`src/design/lfs_pkg.sv`:
```
// Shared constants, result types and helpers of the line field splitter.
package lfs_pkg;

   localparam int MAX_LINE      = 4096;
   localparam int MAX_FIELDS    = 256;
   localparam int MAX_FIELD_LEN = 255;

   localparam int LINE_W = $clog2(MAX_LINE);
   localparam int FD_W   = $clog2(MAX_FIELDS + 1);
   localparam int CFL_W  = $clog2(MAX_FIELD_LEN + 1);

   localparam int QDEPTH = 4;
   localparam int QPTR_W = $clog2(QDEPTH);

   localparam logic [7:0] CHAR_SPACE = 8'd32;
   localparam logic [7:0] CHAR_TAB   = 8'd9;
   localparam logic [7:0] CHAR_NL    = 8'd10;
   localparam logic [7:0] CHAR_NUL   = 8'd0;
   localparam logic [7:0] WS_SEP     = 8'd32;

   typedef enum logic [1:0] {
      KIND_BYTE       = 2'd0,
      KIND_FIELD_END  = 2'd1,
      KIND_RECORD_END = 2'd2
   } kind_type;

   typedef struct packed {
      kind_type    kind;
      logic [7:0]  data_byte;
      logic [7:0]  field_index;
      logic [7:0]  field_length;
      logic [8:0]  field_count;
      logic [31:0] record_number;
      logic        last;
   } result_type;

   // Results produced by one accepted item, in delivery order.
   typedef struct packed {
      logic [1:0] count;
      result_type first;
      result_type second;
   } push_type;

   function automatic logic [7:0] sat_len(input logic [CFL_W-1:0] v);
      logic [31:0] w;
      w = 32'(v);
      return (w > 32'd255) ? 8'hFF : w[7:0];
   endfunction

endpackage

```
`src/design/lfs_core.sv`:
```
// Tokenizer state and per-item result computation of the line field splitter.
module lfs_core (
   input  logic                clock,
   input  logic                reset,
   input  logic                csr_wr_en,
   input  logic [7:0]          csr_wr_data,
   input  logic                accept,
   input  logic [7:0]          text_byte,
   input  logic                end_of_file,
   output lfs_pkg::push_type   push
);

   logic [7:0]                 sep_ff;
   logic [lfs_pkg::LINE_W-1:0] line_length_ff, line_length_in;
   logic [lfs_pkg::FD_W-1:0]   fields_done_ff, fields_done_in;
   logic [lfs_pkg::CFL_W-1:0]  cfl_ff, cfl_in;
   logic                       inside_ff, inside_in;
   logic                       line_cut_ff, line_cut_in;
   logic [31:0]                records_ff, records_in;

   always_ff @(posedge clock) begin
      if (reset) begin
         sep_ff         <= lfs_pkg::WS_SEP;
         line_length_ff <= '0;
         fields_done_ff <= '0;
         cfl_ff         <= '0;
         inside_ff      <= 1'b0;
         line_cut_ff    <= 1'b0;
         records_ff     <= '0;
      end else begin
         if (csr_wr_en) begin
            sep_ff <= csr_wr_data;
         end
         if (accept) begin
            line_length_ff <= line_length_in;
            fields_done_ff <= fields_done_in;
            cfl_ff         <= cfl_in;
            inside_ff      <= inside_in;
            line_cut_ff    <= line_cut_in;
            records_ff     <= records_in;
         end
      end
   end

   always_comb begin
      logic                     ws;
      logic                     fd_open;
      logic                     cfl_room;
      logic                     line_end;
      logic                     do_close;
      logic                     close_op;
      logic                     add_op;
      logic [lfs_pkg::FD_W-1:0] fd_after;
      lfs_pkg::result_type      fe_res;
      lfs_pkg::result_type      by_res;
      lfs_pkg::result_type      rec_res;

      ws       = (sep_ff == lfs_pkg::WS_SEP);
      fd_open  = (fields_done_ff < lfs_pkg::FD_W'(lfs_pkg::MAX_FIELDS));
      cfl_room = (cfl_ff < lfs_pkg::CFL_W'(lfs_pkg::MAX_FIELD_LEN));
      close_op = 1'b0;
      add_op   = 1'b0;
      do_close = 1'b0;
      fd_after = fields_done_ff;

      fe_res              = '0;
      fe_res.kind         = lfs_pkg::KIND_FIELD_END;
      fe_res.field_index  = 8'(fields_done_ff);
      fe_res.field_length = lfs_pkg::sat_len(cfl_ff);

      by_res              = '0;
      by_res.kind         = lfs_pkg::KIND_BYTE;
      by_res.data_byte    = text_byte;
      by_res.field_index  = 8'(fields_done_ff);
      by_res.last         = 1'b1;

      rec_res             = '0;

      line_length_in = line_length_ff;
      fields_done_in = fields_done_ff;
      cfl_in         = cfl_ff;
      inside_in      = inside_ff;
      line_cut_in    = line_cut_ff;
      records_in     = records_ff;

      push = '0;

      if (end_of_file) begin
         line_end = (line_length_ff != '0);
      end else begin
         line_end = (text_byte == lfs_pkg::CHAR_NL) ||
                    (line_length_ff >= lfs_pkg::LINE_W'(lfs_pkg::MAX_LINE - 1));
      end

      if (line_end) begin
         // Whitespace mode closes the last field only if one is open.
         do_close   = !line_cut_ff && (!ws || inside_ff);
         fd_after   = fields_done_ff + lfs_pkg::FD_W'(do_close && fd_open);
         records_in = records_ff + 32'd1;

         rec_res.kind          = lfs_pkg::KIND_RECORD_END;
         rec_res.field_count   = 9'(fd_after);
         rec_res.record_number = records_in;
         rec_res.last          = 1'b1;

         if (do_close && fd_open) begin
            push.count  = 2'd2;
            push.first  = fe_res;
            push.second = rec_res;
         end else begin
            push.count  = 2'd1;
            push.first  = rec_res;
         end

         line_length_in = '0;
         fields_done_in = '0;
         cfl_in         = '0;
         inside_in      = 1'b0;
         line_cut_in    = 1'b0;
      end else if (!end_of_file) begin
         line_length_in = line_length_ff + lfs_pkg::LINE_W'(1);
         if (!line_cut_ff) begin
            if (text_byte == lfs_pkg::CHAR_NUL) begin
               close_op    = !ws || inside_ff;
               line_cut_in = 1'b1;
            end else if (ws) begin
               if ((text_byte == lfs_pkg::CHAR_SPACE) || (text_byte == lfs_pkg::CHAR_TAB)) begin
                  close_op = inside_ff;
               end else begin
                  inside_in = 1'b1;
                  add_op    = 1'b1;
               end
            end else if (text_byte == sep_ff) begin
               close_op = 1'b1;
            end else begin
               add_op = 1'b1;
            end
         end
      end

      if (close_op) begin
         if (fd_open) begin
            push.count       = 2'd1;
            push.first       = fe_res;
            push.first.last  = 1'b1;
            fields_done_in   = fields_done_ff + lfs_pkg::FD_W'(1);
         end
         cfl_in    = '0;
         inside_in = 1'b0;
      end

      if (add_op) begin
         if (fd_open && cfl_room) begin
            push.count = 2'd1;
            push.first = by_res;
         end
         if (cfl_room) begin
            cfl_in = cfl_ff + lfs_pkg::CFL_W'(1);
         end
      end

      if (!accept) begin
         push.count = 2'd0;
      end
   end

endmodule

```
`src/design/lfs_out_queue.sv`:
```
// Small result queue that takes up to two results a cycle and delivers one while out_ready is high.
module lfs_out_queue (
   input  logic                clock,
   input  logic                reset,
   input  lfs_pkg::push_type   push,
   output logic                has_room,
   output logic                out_valid,
   input  logic                out_ready,
   output lfs_pkg::result_type out_item
);

   lfs_pkg::result_type         entry_ff [lfs_pkg::QDEPTH];
   logic [lfs_pkg::QPTR_W-1:0]  wr_ptr_ff, wr_ptr_in;
   logic [lfs_pkg::QPTR_W-1:0]  rd_ptr_ff, rd_ptr_in;
   logic [lfs_pkg::QPTR_W:0]    count_ff, count_in;
   logic                        pop;
   logic [lfs_pkg::QPTR_W-1:0]  wr_next;

   assign out_valid = (count_ff != '0);
   assign out_item  = entry_ff[rd_ptr_ff];
   assign has_room  = (count_ff <= (lfs_pkg::QPTR_W + 1)'(lfs_pkg::QDEPTH - 2));
   assign pop       = out_valid && out_ready;
   assign wr_next   = wr_ptr_ff + lfs_pkg::QPTR_W'(1);

   always_comb begin
      wr_ptr_in = wr_ptr_ff + lfs_pkg::QPTR_W'(push.count);
      rd_ptr_in = rd_ptr_ff + lfs_pkg::QPTR_W'(pop);
      count_in  = count_ff + (lfs_pkg::QPTR_W + 1)'(push.count)
                  - (lfs_pkg::QPTR_W + 1)'(pop);
   end

   always_ff @(posedge clock) begin
      if (reset) begin
         wr_ptr_ff <= '0;
         rd_ptr_ff <= '0;
         count_ff  <= '0;
      end else begin
         wr_ptr_ff <= wr_ptr_in;
         rd_ptr_ff <= rd_ptr_in;
         count_ff  <= count_in;
      end
   end

   always_ff @(posedge clock) begin
      if (push.count != 2'd0) begin
         entry_ff[wr_ptr_ff] <= push.first;
      end
      if (push.count == 2'd2) begin
         entry_ff[wr_next] <= push.second;
      end
   end

endmodule

```
`src/design/line_field_splitter_top.sv`:
```
// Top level of the line field splitter: stream ports, tokenizer and result queue.
//
// The block splits a byte stream into records and fields, one input item per clock cycle
// while req_tready is high. Each item is worked on by the tokenizer in the cycle it is
// accepted, and its results sit in a four-entry queue from the next cycle on. An item
// gives at most one result except at a line end that closes a field, which gives a field
// end and then a record end; the output port moves one result a cycle while rsp_tready is
// high, so such an item takes two output transfers. req_tready drops while the queue has
// fewer than two free entries. The separator register is taken in at any write and is
// used from the next item on; write it only while no results are pending.
module line_field_splitter_top (
   input  logic        clock,
   input  logic        reset,
   input  logic        csr_wr_en,
   input  logic [7:0]  csr_wr_data,
   input  logic        req_tvalid,
   output logic        req_tready,
   input  logic [7:0]  req_tdata,   // text_byte
   input  logic        req_tlast,   // end_of_file
   output logic        rsp_tvalid,
   input  logic        rsp_tready,
   // data_byte[7:0], field_index[15:8], field_length[23:16], field_count[32:24],
   // record_number[64:33], zero fill[71:65]
   output logic [71:0] rsp_tdata,
   output logic [1:0]  rsp_tuser,   // kind
   output logic        rsp_tlast    // last
);

   logic                accept;
   lfs_pkg::push_type   push;
   lfs_pkg::result_type head;

   assign accept = req_tvalid && req_tready;

   lfs_core u_core (
      .clock       (clock),
      .reset       (reset),
      .csr_wr_en   (csr_wr_en),
      .csr_wr_data (csr_wr_data),
      .accept      (accept),
      .text_byte   (req_tdata),
      .end_of_file (req_tlast),
      .push        (push)
   );

   lfs_out_queue u_queue (
      .clock     (clock),
      .reset     (reset),
      .push      (push),
      .has_room  (req_tready),
      .out_valid (rsp_tvalid),
      .out_ready (rsp_tready),
      .out_item  (head)
   );

   assign rsp_tdata = {7'd0, head.record_number, head.field_count, head.field_length,
                       head.field_index, head.data_byte};
   assign rsp_tuser = head.kind;
   assign rsp_tlast = head.last;

endmodule

```
`config.mk`:
```
export PLATFORM = sky130hd
export DESIGN_NAME = line_field_splitter_top
export DESIGN_NICKNAME = d
export VERILOG_FILES = /design/src/design/lfs_pkg.sv /design/src/design/lfs_core.sv /design/src/design/lfs_out_queue.sv /design/src/design/line_field_splitter_top.sv
export SDC_FILE = /design/constraint.sdc
export NUM_CORES = 1
export LEC_CHECK = 0
export BUFFER_PORTS_ARGS = -buffer_cell sky130_fd_sc_hd__buf_2
export CAP_MARGIN = 20
export CORE_AREA = 2 2 186 188
export DETAILED_ROUTE_END_ITERATION = 10
export DIE_AREA = 0 0 188 190
export PLACE_DENSITY = 0.76
export SYNTH_ARGS = -nofsm -noshare
export SYNTH_HDL_FRONTEND = slang
export SYNTH_HIERARCHICAL = 1
export SYNTH_SLANG_ARGS = --single-unit
```
`constraint.sdc`:
```
create_clock -name clock -period 9.28 [get_ports clock]
set_input_delay 1.856 -clock clock [delete_from_list [all_inputs] [get_ports clock]]
set_output_delay 1.856 -clock clock [all_outputs]
set_load 0.02 [all_outputs]
```
==> impl_metrics.csv, run 1 <==
group,metric,value,unit
sta,rsz0062_at_grt,"no",
sta,min_period,6.40,ns
drt,first_iter_violations,881,
synth,yosysMostFrequentCell,"edfxtp_1",
run,maxCapViolations,0,
sta,relSlewSlack,22.7,%
sta,setup_tns,0,ns
synth,synthTopCellsByArea,"edfxtp_1, mux2_2, dfxtp_1",
global_route,antenna_found_initial,2,
setup_path,crit_path_max_incr_delay,0.82,ns
clock_network,post_cts_buffers,0,
setup_path,critPathRequiredTime,9.44,ns
drt,dr.pass1.iters,5,
setup_path,cp_slowest_cell,"nor2_4",
setup_path,path_delay_family,"simple AND/OR/NAND/NOR gates",
floorplanning,fp.dieW,188,µm
power,peakVddDrop,0.169,mV
sta,fin_ws,2.88,ns
synth,yosysUniqueCellTypes,69,
power,power_density,207,mW/mm²
synth,synth_edf_count,272,
clock_network,cts-root-buf,"clkbuf_16",
placed_design,globalplace.congestion,0.841,
setup_path,r2r_setup_slack,3.74,ns
cells_and_area,drive_above_1_share,34.8,%
setup_path,cp_max_fo,43,
placed_design,pre_cts_ws,2.44,ns
setup_path,endpoint_kind,"register",
power,p_leak,7.23,nW
synth,yosysTopAreaCell,"edfxtp_1",
clock_network,cts_tree,"built",
placed_design,hpwl,24.4,mm
floorplanning,num_rows,68,
clock_network,cts_made_buffers,39,
global_route,grt_pass1_wl,65.5,mm
global_route,track_usage,23.3,%
synth,synthArstFlopShare,0,%
clock_network,cts.sinks,350,
clock_network,cts_max_level,2,
clock_network,insertion_delay,0.53,ns
setup_path,critical_path_class,"in2reg",
clock_network,cts_resized,0,
floorplanning,die_h,190,µm
cells_and_area,nets,1495,
cells_and_area,fillers,2615,
global_route,first_global_vias,11800,
sta,setup_viol,0,
clock_network,path_clk_slew,0.06,ns
setup_path,cp.arrival,6.56,ns
cells_and_area,area_growth,10.3,%
floorplanning,start_util,55.0,%
drt,antenna_left,0,
status,status,"finished clean",
sta,fmax,156,MHz
sta,final_max_slew_viol_count,0,
sta,finalCritPeriodShare,69.0,%
drt,via_count,11600,
floorplanning,core,0.0339,mm²
setup_path,crit_buf_inv,4,
cells_and_area,fin_util,60.7,%
clock_network,clockBufferDepth,3,
synth,yosysSeqAreaShare,52.1,%
drt,drc,0,
synth,synthesis.instances,1400,
worst_hold_path,hp-class,"reg2reg",
sta,hold_violations,0,
global_route,grt_start_max_net_pins,72,
setup_path,startpoint_type,"input pin",
clock_network,cts_hold_buf,0,
synth,avgSynthCellArea,13.3,µm²
floorplanning,io_pins,99,
synth,synth_area,0.0187,mm²
synth,ys_seq_elements,350,
drt,vias_per_cell,5.93,
synth,synthTopCellsByCount,"edfxtp_1, mux2_2, nor2_1",
synth,synth_top_area_share,43.7,%
global_route,overflow,0,
placed_design,io_buffers,91,
drt,wirelength,41.2,mm
setup_path,crit_chain,"buf_2 -> nor4_1 -> a41oi_1 -> a21boi_2 -> nand2_1 -> buf_4 -> inv_1 -> o31a_1 -> mux2i_1 -> nor2_4 -> buf_4",
setup_path,worst_path_most_repeated_cell,"buf_4",
drt,wl_per_cell,21.1,µm
synth,yosys_warnings,6,
sta,skew,0.0128,ns
sta,worst_pin_slew,1.16,ns
synth,yosys_most_used_dff,"edfxtp_1",
floorplanning,dieArea,0.0357,mm²
## final cells by class
cell class              instances  area [µm²]  share of cell area, %
clock buffers                  57        1110                   5.37
flip-flops and latches        350        9730                   47.3
well taps                     455         569                   2.76
diodes                          1        2.50                 0.0121
clock inverters                14         104                  0.504
repair buffers                110         638                   3.10
multi-input cells             943        8370                   40.6
inverters                      19        71.3                  0.346
## tightest hold or removal path, delay by kind of cell (launching register included)
family	cells	cell delay (ns)
AOI/OAI and AO/OA	1	0.05
and+or+nand+nor	1	0.06
DFF	1	0.34
## per-stage QoR
| step | total power [mW] | cells | hold WS (ns) | area [µm²] |
|---|---|---|---|---|
| after global placement | 2.81 | 1875 | 0.480 | 19300 |
| after floorplan | 2.55 | 1430 | 0.467 | 18800 |
| after global routing | 4.42 | 1948 | 0.522 | 20600 |
| after CTS | 4.29 | 1946 | 0.501 | 20500 |
| final | 4.26 | 1949 | 0.497 | 20600 |
| after detailed placement | 2.82 | 1875 | 0.492 | 19300 |
## registers in the layout, summed over array words and instances (netlist names)
signal,cells
u_queue/entry_ff,272
u_core/records_ff,32
u_queue/wr_ptr_ff,2
u_core/line_cut_ff,1
u_core/cfl_ff,8
u_queue/rd_ptr_ff,2
u_core/line_length_ff,12
u_core/sep_ff,8
u_core/fields_done_ff,9
u_core/inside_ff,1
u_queue/count_ff,3
## worst paths after layout
path	start	endpoint	depth (start not counted)
hold reg to reg	u_core/records_ff[1]$_SDFFE_PP0P_	u_core/records_ff[1]$_SDFFE_PP0P_	2
setup reg to reg	u_queue/count_ff[1]$_SDFF_PP0_	u_queue/entry_ff[1][56]$_DFFE_PP_	10
hold / removal	u_core/records_ff[1]$_SDFFE_PP0P_	u_core/records_ff[1]$_SDFFE_PP0P_	2
setup / recovery	req_tdata[2]	u_queue/entry_ff[1][56]$_DFFE_PP_	11
## cells in the final DEF, fill, tap and decap left out, types with 8 or more instances in the layout
cell type,Yosys,layout
nand4_1,17,17
mux2_1,20,20
nor2_1,176,174
conb_1,2,32
clkbuf_1,38,14
inv_1,19,19
nand3b_1,9,9
nor4_1,8,8
nand2_1,49,49
nand3_1,32,32
ha_1,9,9
mux2_2,231,231
edfxtp_1,272,272
xnor2_1,57,57
and3_1,12,12
mux4_2,68,68
buf_4,35,17
nor3_1,24,24
mux2i_1,9,9
clkbuf_16,0,41
a31oi_1,10,10
nor2b_1,14,14
a21oi_1,12,11
dfxtp_1,78,76
mux2_4,29,29
and2_1,18,18
xor2_1,27,27
buf_2,33,91
## cells by family after synthesis
logic type / count (synthesis) / share of synthesized area, %
compound gates: 69 / 2.75
xor+xnor: 86 / 4.19
fa+ha+maj: 10 / 0.710
buf+inv: 137 / 4.01
flops: 350 / 52.1
mux: 357 / 26.1
other cells: 2 / 0.0402
simple gates: 389 / 10.1
## metal layers
| metal | vias up | GRT usage (%) | part of all wire [%] |
|---|---|---|---|
| met3 | 62 | 3.12 | 5.9 |
| met5 | - | 0 | 0.017 |
| met4 | 2 | 6.75 | 2.2 |
| met2 | 358 | 39.4 | 49 |
| li1 | 5334 | - | - |
| met1 | 5807 | 31.9 | 43 |
## power by group
part	leakage, nW	switching [mW]	internal [mW]
sequential	3.18	0.0702	1.81
combinational	3.46	0.538	0.372
clock	0.586	0.615	0.857
total	7.23	1.22	3.04
Note: power is estimated with default switching activity, not from simulation.
==> run 2: changes to the inputs <==
- CORE_AREA: 2 2 186 188 -> 2 2 177 179
- DIE_AREA: 0 0 188 190 -> 0 0 179 181
- PLACE_DENSITY: 0.76 -> 0.8
- clock period: 9.28 -> 6.4 ns (I/O delays scaled with it)
==> run 2 against run 1 <==
Final area down 0.31%. Routed wire length down 0.26%. Register-to-register slack lost 1.9 ns. Worst hold slack better by 0.030 ns. Sequential cell count unchanged. Critical path depth is the same. Setup slack worse by 1.3 ns. Via count grew 0.93%. Clock power is 35% higher. Global-route usage is 2.7 points higher. Combinational power rose by 46%. Critical path type unchanged. Largest power group unchanged.
==> impl_metrics.csv, run 2 (synthesized netlist as in run 1, its figures left out) <==
group,metric,value,unit
clock_network,clockBufferDepth,3,
drt,first_iter_violations,1000,
sta,whs,0.527,ns
clock_network,cts_hold_buf,0,
setup_path,crit_path_max_incr_delay,0.69,ns
drt,wl_per_cell,21.7,µm
cells_and_area,area_growth,9.91,%
setup_path,crit_buf_inv,3,
placed_design,dp.cells,1824,
setup_path,cp_max_fo,39,
sta,fmax,209,MHz
power,peakVddDrop,0.177,mV
floorplanning,io_pins,99,
drt,dr.pass1.iters,5,
setup_path,startpoint_type,"input pin",
floorplanning,core,0.0303,mm²
placed_design,globalplace.congestion,0.873,
power,power_density,294,mW/mm²
status,status,"finished clean",
setup_path,r2r_setup_slack,1.88,ns
global_route,grt_pass1_wl,65.8,mm
setup_path,crit_chain,"buf_2 -> nor4_1 -> nand2_1 -> o211a_1 -> or3_1 -> nor2_1 -> o31a_1 -> o21bai_1 -> o21bai_4 -> buf_16 -> buf_12",
clock_network,cts.sinks,350,
cells_and_area,multiInputGateArea,0.00837,mm²
cells_and_area,regMostFlops,"u_queue/entry_ff",
sta,setup_viol,0,
placed_design,io_buffers,91,
placed_design,hpwl,24.9,mm
cells_and_area,reg_top3,"u_queue/entry_ff (272), u_core/records_ff (32), u_core/line_length_ff (12)",
sta,hold_violations,0,
global_route,first_global_vias,12000,
cells_and_area,antenna-diode-count,0,
setup_path,endpoint_kind,"register",
cells_and_area,mostFrequentLayoutCell,"edfxtp_1",
cells_and_area,fin_cells,1891,
drt,via_count,11700,
clock_network,post_cts_buffers,0,
floorplanning,dieArea,0.0324,mm²
floorplanning,die_h,181,µm
global_route,grt_start_max_net_pins,72,
setup_path,cp.arrival,4.97,ns
floorplanning,fp.dieW,179,µm
drt,antenna_left,0,
setup_path,path_delay_family,"simple AND/OR/NAND/NOR gates",
global_route,track_usage,26.1,%
drt,wirelength,41.1,mm
cells_and_area,largest_reg_flops,272,
setup_path,critPathRequiredTime,6.59,ns
global_route,overflow,0,
drt,vias_per_cell,6.17,
sta,final_max_slew_viol_count,0,
floorplanning,num_rows,64,
global_route,antenna_found_initial,0,
sta,relSlewSlack,26.3,%
sta,setup_tns,0,ns
setup_path,critical_path_class,"in2reg",
drt,drc,0,
cells_and_area,fillers,2074,
sta,skew,0.0194,ns
clock_network,path_clk_slew,0.06,ns
cells_and_area,regArea,0.00974,mm²
worst_hold_path,hp-class,"reg2reg",
sta,finalCritPeriodShare,74.8,%
setup_path,cp_slowest_cell,"nor4_1",
cells_and_area,layout_common_cells,"edfxtp_1, mux2_2, nor2_1, buf_2, dfxtp_1",
clock_network,insertion_delay,0.52,ns
clock_network,cts_made_buffers,37,
cells_and_area,drive_above_1_share,34.8,%
floorplanning,start_util,61.6,%
sta,worst_pin_slew,1.11,ns
clock_network,cts_max_level,2,
cells_and_area,nets,1501,
sta,min_period,4.79,ns
run,maxCapViolations,0,
clock_network,cts_tree,"built",
clock_network,cts_resized,0,
clock_network,cts-root-buf,"clkbuf_16",
sta,rsz0062_at_grt,"no",
power,p_leak,7.24,nW
run 2: cell count changes in the layout (fill, tap and decap cells not counted), moves of 2 or more:
cell	before	now
clkinv_2	7	5
clkbuf_16	41	37
buf_12	0	6
clkbuf_1	14	9
clkbuf_8	2	4
buf_4	17	19
clkinv_1	2	7
run 2: metal layers:
metal | up-vias | GRT usage [%] | routed length (µm) | share of wire (%)
li1 | 5338 | - | - | -
met1 | 5858 | 35.8 | 17400 | 42
met2 | 407 | 44.1 | 20500 | 50
met3 | 68 | 3.37 | 2450 | 6.0
met4 | 0 | 6.60 | 742 | 1.8
met5 | - | 0 | 0 | 0
run 2: cell type report:
cell class                      count  area share, %
Tap cell                          396           2.41
Timing Repair Buffer              118           3.66
Inverter                           19          0.347
Clock inverter                     15          0.469
Multi-Input combinational cell    943           40.8
Sequential cell                   350           47.4
Clock buffer                       50           4.94
run 2: worst paths after layout:
kind / to / cells after the start / startpoint
worst min-delay path: u_core/records_ff[1]$_SDFFE_PP0P_ / 2 / u_core/records_ff[1]$_SDFFE_PP0P_
worst min register to register: u_core/records_ff[1]$_SDFFE_PP0P_ / 2 / u_core/records_ff[1]$_SDFFE_PP0P_
worst max register to register: u_queue/entry_ff[2][46]$_DFFE_PP_ / 11 / u_queue/count_ff[0]$_SDFF_PP0_
worst max-delay path: u_queue/entry_ff[2][65]$_DFFE_PP_ / 11 / req_tdata[2]
run 2: power by group:
| group | switching (mW) | internal, mW |
|---|---|---|
| Combinational | 0.781 | 0.553 |
| Clock | 0.844 | 1.15 |
| Sequential | 0.0933 | 2.62 |
| Total | 1.72 | 4.32 |
run 2: tightest hold or removal path: stages, from the launching register on:
cell     delay [ns]
dfxtp_1        0.34
nand2_1        0.08
a21oi_1        0.06
run 2: metrics by stage:
step | power [mW] | utilization [%] | worst slack, ns | instance area (µm²)
final | 6.04 | 67.7 | 1.61 | 20500
after global routing | 6.27 | 67.7 | 1.43 | 20500
after CTS | 6.08 | 67.5 | 1.47 | 20500
after detailed placement | 4.10 | 63.9 | 0.956 | 19400
after global placement | 4.08 | 63.9 | 1.07 | 19400
after floorplan | 3.69 | - | -0.115 | 18800
